`config.mk`:
```
export PLATFORM = sky130hd
export DESIGN_NAME = sha256_byte_stream_hasher_flat
export DESIGN_NICKNAME = d
export VERILOG_FILES = /design/src/sv/shabs_pkg.sv /design/src/sv/shabs_if.sv /design/src/sv/sha256_byte_stream_hasher.sv /design/src/sv/shabs_dp.sv /design/src/sv/shabs_ctrl.sv /design/src/flat_wrapper.sv
export SDC_FILE = /design/constraint.sdc
export NUM_CORES = 2
export LEC_CHECK = 0
export ABC_AREA = 1
export BUFFER_PORTS_ARGS = -buffer_cell sky130_fd_sc_hd__buf_2
export CAP_MARGIN = 40
export CORE_ASPECT_RATIO = 1.5
export CORE_MARGIN = 4
export CORE_UTILIZATION = 55
export CTS_CLUSTER_SIZE = 10
export DETAILED_ROUTE_END_ITERATION = 7
export GPL_ROUTABILITY_DRIVEN = 1
export PLACE_DENSITY = 0.77
export SLEW_MARGIN = 20
export SYNTH_ARGS = -nofsm -noshare
export SYNTH_HDL_FRONTEND = slang
export SYNTH_SLANG_ARGS = --single-unit
```
`constraint.sdc`:
```
create_clock -name clk_i -period 11.94 [get_ports clk_i]
set_input_delay 1.791 -clock clk_i [delete_from_list [all_inputs] [get_ports clk_i]]
set_output_delay 1.791 -clock clk_i [all_outputs]
set_load 0.01 [all_outputs]
```
`src/sv/shabs_pkg.sv`:
```
// shared types, command struct and constant tables for the sha-256 byte stream hasher
package shabs_pkg;

  // request kinds on the input channel
  typedef enum logic {
    REQ_DATA   = 1'b0,
    REQ_FINISH = 1'b1
  } req_type_e;

  // source of the byte shifted into the block buffer
  typedef enum logic [1:0] {
    BYTE_DATA = 2'd0,
    BYTE_PAD  = 2'd1,
    BYTE_ZERO = 2'd2,
    BYTE_LEN  = 2'd3
  } byte_sel_e;

  // controller to datapath commands
  typedef struct packed {
    logic      shift_byte;
    byte_sel_e byte_sel;
    logic      load_vars;
    logic      do_round;
    logic [5:0] rnd;
    logic      fold;
    logic      load_out;
    logic      shift_out;
  } dp_cmd_t;

  localparam logic [7:0] PAD_BYTE = 8'h80;
  localparam logic [5:0] LEN_POS  = 6'd56;
  localparam logic [5:0] LAST_POS = 6'd63;
  localparam logic [5:0] LAST_RND = 6'd63;
  localparam logic [2:0] LAST_WORD_IDX = 3'd7;

  localparam logic [31:0] HASH_IV [8] = '{
    32'h6a09e667, 32'hbb67ae85, 32'h3c6ef372, 32'ha54ff53a,
    32'h510e527f, 32'h9b05688c, 32'h1f83d9ab, 32'h5be0cd19};

  localparam logic [31:0] ROUND_K [64] = '{
    32'h428a2f98, 32'h71374491, 32'hb5c0fbcf, 32'he9b5dba5,
    32'h3956c25b, 32'h59f111f1, 32'h923f82a4, 32'hab1c5ed5,
    32'hd807aa98, 32'h12835b01, 32'h243185be, 32'h550c7dc3,
    32'h72be5d74, 32'h80deb1fe, 32'h9bdc06a7, 32'hc19bf174,
    32'he49b69c1, 32'hefbe4786, 32'h0fc19dc6, 32'h240ca1cc,
    32'h2de92c6f, 32'h4a7484aa, 32'h5cb0a9dc, 32'h76f988da,
    32'h983e5152, 32'ha831c66d, 32'hb00327c8, 32'hbf597fc7,
    32'hc6e00bf3, 32'hd5a79147, 32'h06ca6351, 32'h14292967,
    32'h27b70a85, 32'h2e1b2138, 32'h4d2c6dfc, 32'h53380d13,
    32'h650a7354, 32'h766a0abb, 32'h81c2c92e, 32'h92722c85,
    32'ha2bfe8a1, 32'ha81a664b, 32'hc24b8b70, 32'hc76c51a3,
    32'hd192e819, 32'hd6990624, 32'hf40e3585, 32'h106aa070,
    32'h19a4c116, 32'h1e376c08, 32'h2748774c, 32'h34b0bcb5,
    32'h391c0cb3, 32'h4ed8aa4a, 32'h5b9cca4f, 32'h682e6ff3,
    32'h748f82ee, 32'h78a5636f, 32'h84c87814, 32'h8cc70208,
    32'h90befffa, 32'ha4506ceb, 32'hbef9a3f7, 32'hc67178f2};

endpackage

```
`src/sv/shabs_if.sv`:
```
// request and response channel interfaces of the sha-256 byte stream hasher
interface shabs_req_if;
  logic       valid;
  logic       ready;
  logic       req_type;
  logic [7:0] data_byte;

  modport source (output valid, output req_type, output data_byte, input ready);
  modport sink (input valid, input req_type, input data_byte, output ready);
endinterface

interface shabs_rsp_if;
  logic        valid;
  logic        ready;
  logic [31:0] digest_word;
  logic [2:0]  word_index;
  logic        last_word;

  modport source (output valid, output digest_word, output word_index, output last_word,
                  input ready);
  modport sink (input valid, input digest_word, input word_index, input last_word,
                output ready);
endinterface

```
`src/sv/sha256_byte_stream_hasher.sv`:
```
// sha-256 byte stream hasher top level
// a data byte shifts into the block buffer; the 64th byte of a block then
// starts a working-variable load, 64 rounds of the single round unit, hash fold
// a finish pads one byte per cycle, compresses one or two blocks, then
// drains eight digest words from an output line while new bytes are taken
// async active-low reset restores the initial hash, zero length, empty buffer
module sha256_byte_stream_hasher (
  input logic         clk_i,
  input logic         rst_ni,
  shabs_req_if.sink   req_i,
  shabs_rsp_if.source rsp_o
);

  shabs_pkg::dp_cmd_t cmd;
  logic               req_ready;
  logic               rsp_valid;
  logic [2:0]         word_index;
  logic               last_word;
  logic [31:0]        digest_word;

  shabs_ctrl u_ctrl (
    .clk_i        (clk_i),
    .rst_ni       (rst_ni),
    .req_valid_i  (req_i.valid),
    .req_type_i   (req_i.req_type),
    .rsp_ready_i  (rsp_o.ready),
    .req_ready_o  (req_ready),
    .rsp_valid_o  (rsp_valid),
    .word_index_o (word_index),
    .last_word_o  (last_word),
    .cmd_o        (cmd)
  );

  shabs_dp u_dp (
    .clk_i         (clk_i),
    .rst_ni        (rst_ni),
    .cmd_i         (cmd),
    .data_byte_i   (req_i.data_byte),
    .digest_word_o (digest_word)
  );

  assign req_i.ready       = req_ready;
  assign rsp_o.valid       = rsp_valid;
  assign rsp_o.digest_word = digest_word;
  assign rsp_o.word_index  = word_index;
  assign rsp_o.last_word   = last_word;

  // a finish request leaves intake closed while padding runs
  a_finish_closes: assert property (@(posedge clk_i) disable iff (!rst_ni)
    req_i.valid && req_i.ready && req_i.req_type |=> !req_i.ready)
    else $error("intake open right after a finish request");

  // digest words come out in order without gaps in the index
  a_index_steps: assert property (@(posedge clk_i) disable iff (!rst_ni)
    rsp_o.valid && rsp_o.ready && !rsp_o.last_word |=>
      rsp_o.valid && (rsp_o.word_index == $past(rsp_o.word_index) + 3'd1))
    else $error("digest word index did not advance");

  // a new digest cannot follow the last word immediately
  a_drain_ends: assert property (@(posedge clk_i) disable iff (!rst_ni)
    rsp_o.valid && rsp_o.ready && rsp_o.last_word |=> !rsp_o.valid)
    else $error("response still valid after the last digest word");

endmodule

```
`src/sv/shabs_dp.sv`:
```
// sha-256 datapath: block buffer and schedule window, round logic, hash and output words
module shabs_dp (
  input  logic              clk_i,
  input  logic              rst_ni,
  input  shabs_pkg::dp_cmd_t cmd_i,
  input  logic [7:0]        data_byte_i,
  output logic [31:0]       digest_word_o
);

  logic [511:0] blk_q;
  logic [63:0]  msg_bits_q;
  logic [31:0]  hash_q [8];
  logic [31:0]  var_q [8];
  logic [31:0]  out_q [8];

  logic [7:0]  byte_in;
  logic [31:0] w0, w1, w9, w14, w_new, sg0, sg1;
  logic [31:0] big0, big1, ch, maj, t1, t2;

  // byte source for the buffer
  always_comb begin
    case (cmd_i.byte_sel)
      shabs_pkg::BYTE_DATA: byte_in = data_byte_i;
      shabs_pkg::BYTE_PAD:  byte_in = shabs_pkg::PAD_BYTE;
      shabs_pkg::BYTE_ZERO: byte_in = 8'h00;
      shabs_pkg::BYTE_LEN:  byte_in = msg_bits_q[63:56];
      default:              byte_in = 8'h00;
    endcase
  end

  // message schedule over the sixteen-word window, word zero at the top
  assign w0  = blk_q[511:480];
  assign w1  = blk_q[479:448];
  assign w9  = blk_q[223:192];
  assign w14 = blk_q[63:32];
  assign sg0 = {w1[6:0], w1[31:7]} ^ {w1[17:0], w1[31:18]} ^ (w1 >> 3);
  assign sg1 = {w14[16:0], w14[31:17]} ^ {w14[18:0], w14[31:19]} ^ (w14 >> 10);
  assign w_new = w0 + sg0 + w9 + sg1;

  // one compression round
  assign big1 = {var_q[4][5:0], var_q[4][31:6]} ^ {var_q[4][10:0], var_q[4][31:11]} ^
                {var_q[4][24:0], var_q[4][31:25]};
  assign ch   = (var_q[4] & var_q[5]) ^ (~var_q[4] & var_q[6]);
  assign t1   = var_q[7] + big1 + ch + shabs_pkg::ROUND_K[cmd_i.rnd] + w0;
  assign big0 = {var_q[0][1:0], var_q[0][31:2]} ^ {var_q[0][12:0], var_q[0][31:13]} ^
                {var_q[0][21:0], var_q[0][31:22]};
  assign maj  = (var_q[0] & var_q[1]) ^ (var_q[0] & var_q[2]) ^ (var_q[1] & var_q[2]);
  assign t2   = big0 + maj;

  // block buffer doubles as the schedule shift line
  always_ff @(posedge clk_i) begin
    if (cmd_i.shift_byte) begin
      blk_q <= {blk_q[503:0], byte_in};
    end else if (cmd_i.do_round) begin
      blk_q <= {blk_q[479:0], w_new};
    end
  end

  // message bit count, shifted out a byte at a time as the length field
  always_ff @(posedge clk_i or negedge rst_ni) begin
    if (!rst_ni) begin
      msg_bits_q <= 64'd0;
    end else if (cmd_i.shift_byte && cmd_i.byte_sel == shabs_pkg::BYTE_DATA) begin
      msg_bits_q <= msg_bits_q + 64'd8;
    end else if (cmd_i.shift_byte && cmd_i.byte_sel == shabs_pkg::BYTE_LEN) begin
      msg_bits_q <= {msg_bits_q[55:0], 8'h00};
    end
  end

  // working variables
  always_ff @(posedge clk_i) begin
    if (cmd_i.load_vars) begin
      var_q <= hash_q;
    end else if (cmd_i.do_round) begin
      var_q[7] <= var_q[6];
      var_q[6] <= var_q[5];
      var_q[5] <= var_q[4];
      var_q[4] <= var_q[3] + t1;
      var_q[3] <= var_q[2];
      var_q[2] <= var_q[1];
      var_q[1] <= var_q[0];
      var_q[0] <= t1 + t2;
    end
  end

  // chaining hash, restarted once the digest is copied out
  always_ff @(posedge clk_i or negedge rst_ni) begin
    if (!rst_ni) begin
      hash_q <= shabs_pkg::HASH_IV;
    end else if (cmd_i.fold) begin
      for (int i = 0; i < 8; i++) begin
        hash_q[i] <= hash_q[i] + var_q[i];
      end
    end else if (cmd_i.load_out) begin
      hash_q <= shabs_pkg::HASH_IV;
    end
  end

  // digest output shift line
  always_ff @(posedge clk_i) begin
    if (cmd_i.load_out) begin
      out_q <= hash_q;
    end else if (cmd_i.shift_out) begin
      for (int i = 0; i < 7; i++) begin
        out_q[i] <= out_q[i+1];
      end
    end
  end

  assign digest_word_o = out_q[0];

endmodule

```
`src/sv/shabs_ctrl.sv`:
```
// sha-256 controller: intake, padding, round sequencing and digest drain
module shabs_ctrl (
  input  logic               clk_i,
  input  logic               rst_ni,
  input  logic               req_valid_i,
  input  logic               req_type_i,
  input  logic               rsp_ready_i,
  output logic               req_ready_o,
  output logic               rsp_valid_o,
  output logic [2:0]         word_index_o,
  output logic               last_word_o,
  output shabs_pkg::dp_cmd_t cmd_o
);

  typedef enum logic [2:0] {
    ST_IDLE,
    ST_PAD,
    ST_LOAD,
    ST_ROUND,
    ST_FOLD,
    ST_EMIT
  } state_e;

  state_e     state_q;
  logic [5:0] fill_q;
  logic [5:0] rnd_q;
  logic       pad_act_q;
  logic       pad_first_q;
  logic       final_blk_q;
  logic       out_busy_q;
  logic [2:0] out_cnt_q;

  logic req_acc;
  logic rsp_acc;

  assign req_ready_o  = (state_q == ST_IDLE);
  assign req_acc      = req_valid_i && req_ready_o;
  assign rsp_valid_o  = out_busy_q;
  assign rsp_acc      = out_busy_q && rsp_ready_i;
  assign word_index_o = out_cnt_q;
  assign last_word_o  = (out_cnt_q == shabs_pkg::LAST_WORD_IDX);

  // datapath commands
  always_comb begin
    cmd_o           = '0;
    cmd_o.byte_sel  = shabs_pkg::BYTE_DATA;
    cmd_o.rnd       = rnd_q;
    cmd_o.shift_out = rsp_acc;
    case (state_q)
      ST_IDLE: begin
        cmd_o.shift_byte = req_acc && (req_type_i == shabs_pkg::REQ_DATA);
      end
      ST_PAD: begin
        cmd_o.shift_byte = 1'b1;
        if (pad_first_q) begin
          cmd_o.byte_sel = shabs_pkg::BYTE_PAD;
        end else if (final_blk_q && fill_q >= shabs_pkg::LEN_POS) begin
          cmd_o.byte_sel = shabs_pkg::BYTE_LEN;
        end else begin
          cmd_o.byte_sel = shabs_pkg::BYTE_ZERO;
        end
      end
      ST_LOAD:  cmd_o.load_vars = 1'b1;
      ST_ROUND: cmd_o.do_round = 1'b1;
      ST_FOLD:  cmd_o.fold = 1'b1;
      ST_EMIT:  cmd_o.load_out = !out_busy_q;
      default: ;
    endcase
  end

  // state and registered control
  always_ff @(posedge clk_i or negedge rst_ni) begin
    if (!rst_ni) begin
      state_q     <= ST_IDLE;
      fill_q      <= 6'd0;
      rnd_q       <= 6'd0;
      pad_act_q   <= 1'b0;
      pad_first_q <= 1'b0;
      final_blk_q <= 1'b0;
      out_busy_q  <= 1'b0;
      out_cnt_q   <= 3'd0;
    end else begin
      // digest drain runs beside everything else
      if (rsp_acc) begin
        out_cnt_q <= out_cnt_q + 3'd1;
        if (out_cnt_q == shabs_pkg::LAST_WORD_IDX) begin
          out_busy_q <= 1'b0;
        end
      end
      case (state_q)
        ST_IDLE: begin
          if (req_acc) begin
            if (req_type_i == shabs_pkg::REQ_DATA) begin
              fill_q <= fill_q + 6'd1;
              if (fill_q == shabs_pkg::LAST_POS) begin
                state_q <= ST_LOAD;
              end
            end else begin
              pad_act_q   <= 1'b1;
              pad_first_q <= 1'b1;
              state_q     <= ST_PAD;
            end
          end
        end
        ST_PAD: begin
          fill_q      <= fill_q + 6'd1;
          pad_first_q <= 1'b0;
          // length fits behind the pad byte only if it lands below byte 56
          if (pad_first_q) begin
            final_blk_q <= (fill_q < shabs_pkg::LEN_POS);
          end
          if (fill_q == shabs_pkg::LAST_POS) begin
            state_q <= ST_LOAD;
          end
        end
        ST_LOAD: begin
          rnd_q   <= 6'd0;
          state_q <= ST_ROUND;
        end
        ST_ROUND: begin
          rnd_q <= rnd_q + 6'd1;
          if (rnd_q == shabs_pkg::LAST_RND) begin
            state_q <= ST_FOLD;
          end
        end
        ST_FOLD: begin
          if (!pad_act_q) begin
            state_q <= ST_IDLE;
          end else if (final_blk_q) begin
            state_q <= ST_EMIT;
          end else begin
            final_blk_q <= 1'b1;
            state_q     <= ST_PAD;
          end
        end
        ST_EMIT: begin
          if (!out_busy_q) begin
            out_busy_q  <= 1'b1;
            out_cnt_q   <= 3'd0;
            pad_act_q   <= 1'b0;
            final_blk_q <= 1'b0;
            state_q     <= ST_IDLE;
          end
        end
        default: state_q <= ST_IDLE;
      endcase
    end
  end

endmodule
```
`src/flat_wrapper.sv`:
```
// flat-port wrapper written by rule: the top's interface ports become plain ports
module sha256_byte_stream_hasher_flat 
  (clk_i, rst_ni, req_i_valid, req_i_req_type, req_i_data_byte, req_i_ready, rsp_o_valid, rsp_o_digest_word, rsp_o_word_index, rsp_o_last_word, rsp_o_ready);
  shabs_req_if req_i_i ();
  shabs_rsp_if rsp_o_i ();
  input logic clk_i;
  input logic rst_ni;
  input wire logic [$bits(req_i_i.valid)-1:0] req_i_valid;
  input wire logic [$bits(req_i_i.req_type)-1:0] req_i_req_type;
  input wire logic [$bits(req_i_i.data_byte)-1:0] req_i_data_byte;
  output wire logic [$bits(req_i_i.ready)-1:0] req_i_ready;
  output wire logic [$bits(rsp_o_i.valid)-1:0] rsp_o_valid;
  output wire logic [$bits(rsp_o_i.digest_word)-1:0] rsp_o_digest_word;
  output wire logic [$bits(rsp_o_i.word_index)-1:0] rsp_o_word_index;
  output wire logic [$bits(rsp_o_i.last_word)-1:0] rsp_o_last_word;
  input wire logic [$bits(rsp_o_i.ready)-1:0] rsp_o_ready;
  assign req_i_i.valid = req_i_valid;
  assign req_i_i.req_type = req_i_req_type;
  assign req_i_i.data_byte = req_i_data_byte;
  assign req_i_ready = req_i_i.ready;
  assign rsp_o_valid = rsp_o_i.valid;
  assign rsp_o_digest_word = rsp_o_i.digest_word;
  assign rsp_o_word_index = rsp_o_i.word_index;
  assign rsp_o_last_word = rsp_o_i.last_word;
  assign rsp_o_i.ready = rsp_o_ready;
  sha256_byte_stream_hasher u_core (.clk_i(clk_i), .rst_ni(rst_ni), .req_i(req_i_i), .rsp_o(rsp_o_i));
endmodule
```
Word level (Yosys, flattened, before mapping):

Memory sizes are Yosys's and may differ from the RTL's.
Cells that the tools add are included.

* register bits after elaboration: 1366
* ROM bits: 2048
* bits of input ports: 13
* output and inout bits: 38
* logic and storage cells: 168
* memories: 1

Memory list
* (name not given): depth 64, bits a word 32, rd ports 1, clocked after Yosys merged registers in 0, write ports 0, RTL line shabs_dp.sv:44 `assign t1 = var_q[7] + big1 + ch + shabs_pkg::ROUND_K[cmd_i.rnd] + w0;`

* $add $sub $neg: 22
* magnitude comparators: 3
* eq/ne operators: 18
* mux-type cells: 48
* bitwise logic cells: 19
* reduce and logical (&&, ||, !) cells: 23

Operators by type and width (count)
* two-way mux 256 bit: 4
* two-way mux 512 bit: 2
* adder 32 bit: 18
* two-way mux 224 bit: 2
* bitwise XOR 32 bit: 9
* AND 32 bit: 5
* two-way mux 64 bit: 2
* adder 64 x 4 -> 64 bit, second input constant: 1
* two-way mux 32 bit: 2
* NOT 32 bit: 1
* one-hot mux 8 bit (4 select lines): 1
* bitwise XOR 32 x 22 -> 32 bit: 1
* bitwise XOR 32 x 29 -> 32 bit: 1
* two-way mux 3 bit: 10
* one-hot mux 6 bit (2 select lines): 2
* one-hot mux 3 bit (6 select lines): 1
* nonzero test 2 bit: 8
* two-way mux 1 bit: 14
* adder 6 x 1 -> 6 bit, second input constant: 2
* equality test 6 bit, second input constant: 2
* two-way mux 6 bit: 2
* inequality test 2 bit, second input constant: 6
* equality test 3 bit, second input constant: 3
* AND reduction 3 bit: 3
* other kinds (20): 31

Longest topological paths before layout:

* depth in word-level cells: 9
* depth in mapped cells: 42
* gate-level depth less buffers: 41

Cells and area by module:

Synthesis repeated with hierarchy kept, for this count alone.

* cell total of the unflattened synthesis: 10872
* area total of the unflattened synthesis: 89432.0 um^2

By module, submodules not included
* shabs_dp: times used 1, cells an instance 10711, area an instance 88085.7 um^2, sequential area each 38852.3 um^2
* shabs_ctrl: times used 1, cells an instance 161, area an instance 1346.3 um^2, sequential area each 550.5 um^2

Least setup slack after synthesis:

Ideal clock, no wire load.

* kind: input to register
* start point: input port req_i_valid
* end point: register u_core.u_dp.blk_q[0] (enable)
* setup time: 3643 ps
* arrival time: 10961 ps
* data required time: 8297 ps
* path slack: -2664 ps
* stages: 8
* path buffers: 2
* cells stage by stage: inv_1 > nor2_1 > inv_1 > nor2_8 > nor2_4 > buf_2 > clkbuf_1 > nand2_1

* cells in the longest elaborated chain, start to end: 4

Ends and longest elaborated chain
* start: declaration: RTL line flat_wrapper.sv:8 `input wire logic [$bits(req_i_i.valid)-1:0] req_i_valid;`
* logical AND 1 bit: RTL line shabs_ctrl.sv:37 `assign req_acc = req_valid_i && req_ready_o;`
* logical AND 1 bit: RTL line shabs_ctrl.sv:51 `cmd_o.shift_byte = req_acc && (req_type_i == shabs_pkg::REQ_DATA);`
* one-hot mux 1 bit (2 select lines): RTL line shabs_ctrl.sv:49 `case (state_q)`
* nonzero test 2 bit (no line)
* end signal: assignment: RTL line shabs_dp.sv:53 `blk_q <= {blk_q[503:0], byte_in};`
* end signal: assignment: RTL line shabs_dp.sv:55 `blk_q <= {blk_q[479:0], w_new};`
* end: declaration: RTL line shabs_dp.sv:10 `logic [511:0] blk_q;`

Every way passes these cells.
A chain may end at the register's enable or synchronous reset.

Final worst setup path:

* start point: register u_core.u_ctrl.rnd_q[1]
* end point: register u_core.u_dp.var_q[255] (netlist name), data pin

* cells in the longest elaborated chain, start to end: 9

Ends and longest elaborated chain
* start: declaration: RTL line shabs_ctrl.sv:26 `logic [5:0] rnd_q;`
* start signal: assignment: RTL line shabs_ctrl.sv:121 `rnd_q <= rnd_q + 6'd1;`
* NOT 6 -> 7 bit (not written as such): RTL line shabs_dp.sv:44
* memory read (64 x 32 bit)
* two-way mux 32 bit (not written as such) (2 in series): RTL line shabs_dp.sv:44
* adder 32 bit (2 in series): RTL line shabs_dp.sv:44
* adder 32 bit: RTL line shabs_dp.sv:82 `var_q[0] <= t1 + t2;`
* two-way mux 256 bit: RTL line shabs_dp.sv:74 `end else if (cmd_i.do_round) begin`
* two-way mux 256 bit: RTL line shabs_dp.sv:72 `if (cmd_i.load_vars) begin`
* end signal: assignment: RTL line shabs_dp.sv:73 `var_q <= hash_q;`
* end: declaration: RTL line shabs_dp.sv:13 `logic [31:0] var_q [8];`

Every way passes these cells. The select of a mux whose other input is x is not followed.

==> reports/metrics.cfg <==
[drt]
ant_nets=0
drcViolationCount=0
firstDrtPassIters=7
drtIter0Drc=9289
wl_per_cell_um=29.22
routed_via_density=6.250
finalWirelength_um=375300
vias=80268

[sta]
clock.fmax_mhz=114.6
setup_viol_count_final=0
worst_pin_slew_ns=1.008
rsz0062_at_grt=false
worst_slack_ns=3.216
drv_slew=0
hold_viol=0
tns_ns=0
relSlewSlack=0.3278
fin_crit_sh=0.7307
layout_min_cycle_time_ns=8.724
clock_skew_ns=0.05830

[floorplan]
num_rows=180
io_pins=51
die_h_um=501.3
initial_core_util=0.5550
core_mm2=0.1608
die_w_um=336.9
die-area_mm2=0.1689

[global_routing]
grt-ovfl-total=0
track_usage=0.4456
antenna_found_initial=22
grt_pass1_vias=79800
grt_start_max_net_pins=173
grt_pass1_wl_um=538800

[clock_tree]
postCtsHoldBufs=0
clock_latency_ns=0.87
cts_tree=done
cts_resized=0
ctsHtreeMaxLevel=4
cts_setup_buffers=0
path_clk_slew_ns=0.06
numCtsBuffers=159
cts_sinks=1363
clock-root-buffer=clkbuf_16
clockBufferDepth=3

[setup_path]
crit_start=u_core.u_ctrl.rnd_q[1]
cp-start-kind=flop
crit_family=compound AO/OA/AOI/OAI gates
critPathMaxFanout=15
r2r_start=u_core.u_ctrl.rnd_q[1]
crit_slowest_cell=dfrtp_1
worst_ep_required_time_ns=12.51
crit_type=flop to flop
crit_arrival_ns=9.29
slowest_delay_ns=0.79
cp_common_cell=a21oi_1
cp-end-kind=flop
crit_buf_inv=4

[outcome]
status=finished, final reports clean

[synth]
synth-seq-area-share=0.4415
syn_avg_cell_area_um2=8.364
synth_edf_count=1024
synth.most_common_cell=nand2_1
yosys-top-cells-area=edfxtp_1, nand2_1, o21ai_0
synth_common_cells=nand2_1, inv_1, o21ai_0, edfxtp_1, nor2_1
yosys_warnings=0
ys_async_sr_fraction=0.2487
yosysTopAreaCellShare=0.3446
synth_top_cell_by_area=edfxtp_1
syn_inst=10670
syn_area_mm2=0.08924
synth.distinct_cells=71
syn_nets=11280
ys_ff_latch=1363
synth_flop_cell=edfxtp_1

[job]
maxCapViolations=0

[cells_and_area]
fillers=13820
multi_input_area_mm2=0.04226
instances_no_fill=12843
layout.area.seq_mm2=0.03940
layout-drive-gt1-share=0.06128
nets=11212
area_growth_pct=8.941

[placement]
port_buffers=50
pre_cts_slack_ns=3.569
placedCellCount=12509
dpl.hpwl_um=282100
gp_congestion=1.114

[worst_hold_path]
hold_start=u_core.u_ctrl.fill_q[5]
worstHoldPathType=flop to flop

flip-flops by register name, indices dropped and copies added (netlist names):
| register | flops |
|---|---|
| u_core.u_dp.blk_q | 512 |
| u_core.u_dp.hash_q | 256 |
| u_core.u_dp.var_q | 256 |
| u_core.u_dp.out_q | 224 |
| u_core.u_dp.msg_bits_q | 61 |
| u_core.u_dp.digest_word_o | 32 |
| u_core.u_ctrl.fill_q | 6 |
| u_core.u_ctrl.rnd_q | 6 |
| u_core.u_ctrl.state_q | 3 |
| u_core.u_ctrl.word_index_o | 3 |
| u_core.u_ctrl.final_blk_q | 1 |
| u_core.u_ctrl.pad_act_q | 1 |
| u_core.u_ctrl.pad_first_q | 1 |
| u_core.u_ctrl.rsp_valid_o | 1 |
routing by layer:
metal  track usage  vias to the layer above  wire [um]
met1        0.4273                    38041     110900
li1              -                    35483          -
met3        0.1101                     1833      30860
met2        0.7400                     4897     179000
met5      0.002332                        -         98
met4        0.4914                       14      54420
final timing paths:
check                      depth (start not counted)                 endpoint  slack (ns)
hold / removal                                     1  u_core.u_ctrl.fill_q[5]        0.48
setup reg to reg                                  30   u_core.u_dp.var_q[255]        3.22
hold reg to reg                                    1  u_core.u_ctrl.fill_q[5]        0.48
min in group asynchronous                          1  u_core.u_dp.hash_q[218]        0.88
max in group asynchronous                          5   u_core.u_dp.hash_q[27]        8.93
setup / recovery                                  30   u_core.u_dp.var_q[255]        3.22
logic make-up (layout without fill, tap and decap cells):
kind of cell | after synthesis | in the layout | synth area share
XOR/XNOR | 435 | 435 | 0.04269
adder cells (fa/ha/maj) | 611 | 611 | 0.1018
buffers and inverters | 1980 | 2047 | 0.08614
AND/OR/NAND/NOR | 3691 | 3691 | 0.1694
AO/OA/AOI/OAI | 2590 | 2590 | 0.1584
flip-flops | 1363 | 1363 | 0.4415
other | 0 | 13 | 0
cells in the final DEF (no fill, tap or decap), types with 39 or more instances in the layout:
cell	Yosys	final
nand2_1	2398	2396
inv_1	1508	1505
o21ai_0	1437	1417
edfxtp_1	1024	1024
nor2_1	625	622
a21oi_1	594	593
ha_1	400	400
nand3_1	336	336
xor2_1	241	240
dfrtp_1	203	203
fa_1	197	197
xnor2_1	194	194
clkbuf_16	0	159
dfstp_2	136	136
o22ai_1	121	121
buf_4	36	114
nor3_1	110	110
clkbuf_1	286	109
nand4_1	100	100
o21ai_1	56	73
buf_2	94	65
a21o_1	54	54
a31oi_1	51	50
o21bai_1	50	50
o211ai_1	39	39
area by class of cell:
type | count | share of cell area
diodes | 13 | 0.0003346
clock buffers | 271 | 0.04556
clock inverters | 25 | 0.006242
inverters | 1526 | 0.05933
multi-input cells | 7327 | 0.4347
flip-flops and latches | 1363 | 0.4053
well taps | 2093 | 0.02694
repair buffers | 225 | 0.02165
metrics by stage:
stage / hold WS, ns / utilization / cell area [um^2]
finish: 0.4811 / 0.6046 / 97220
global route: 0.4998 / 0.6044 / 97190
CTS: 0.4729 / 0.6020 / 96800
detailed placement: 0.4576 / 0.5707 / 91770
global placement: 0.4546 / 0.5656 / 90960
floorplan: 0.4416 / - / 89240
Power is not shown: default switching activity piles up to over one toggle a cycle in this logic, so the estimate is an artifact.
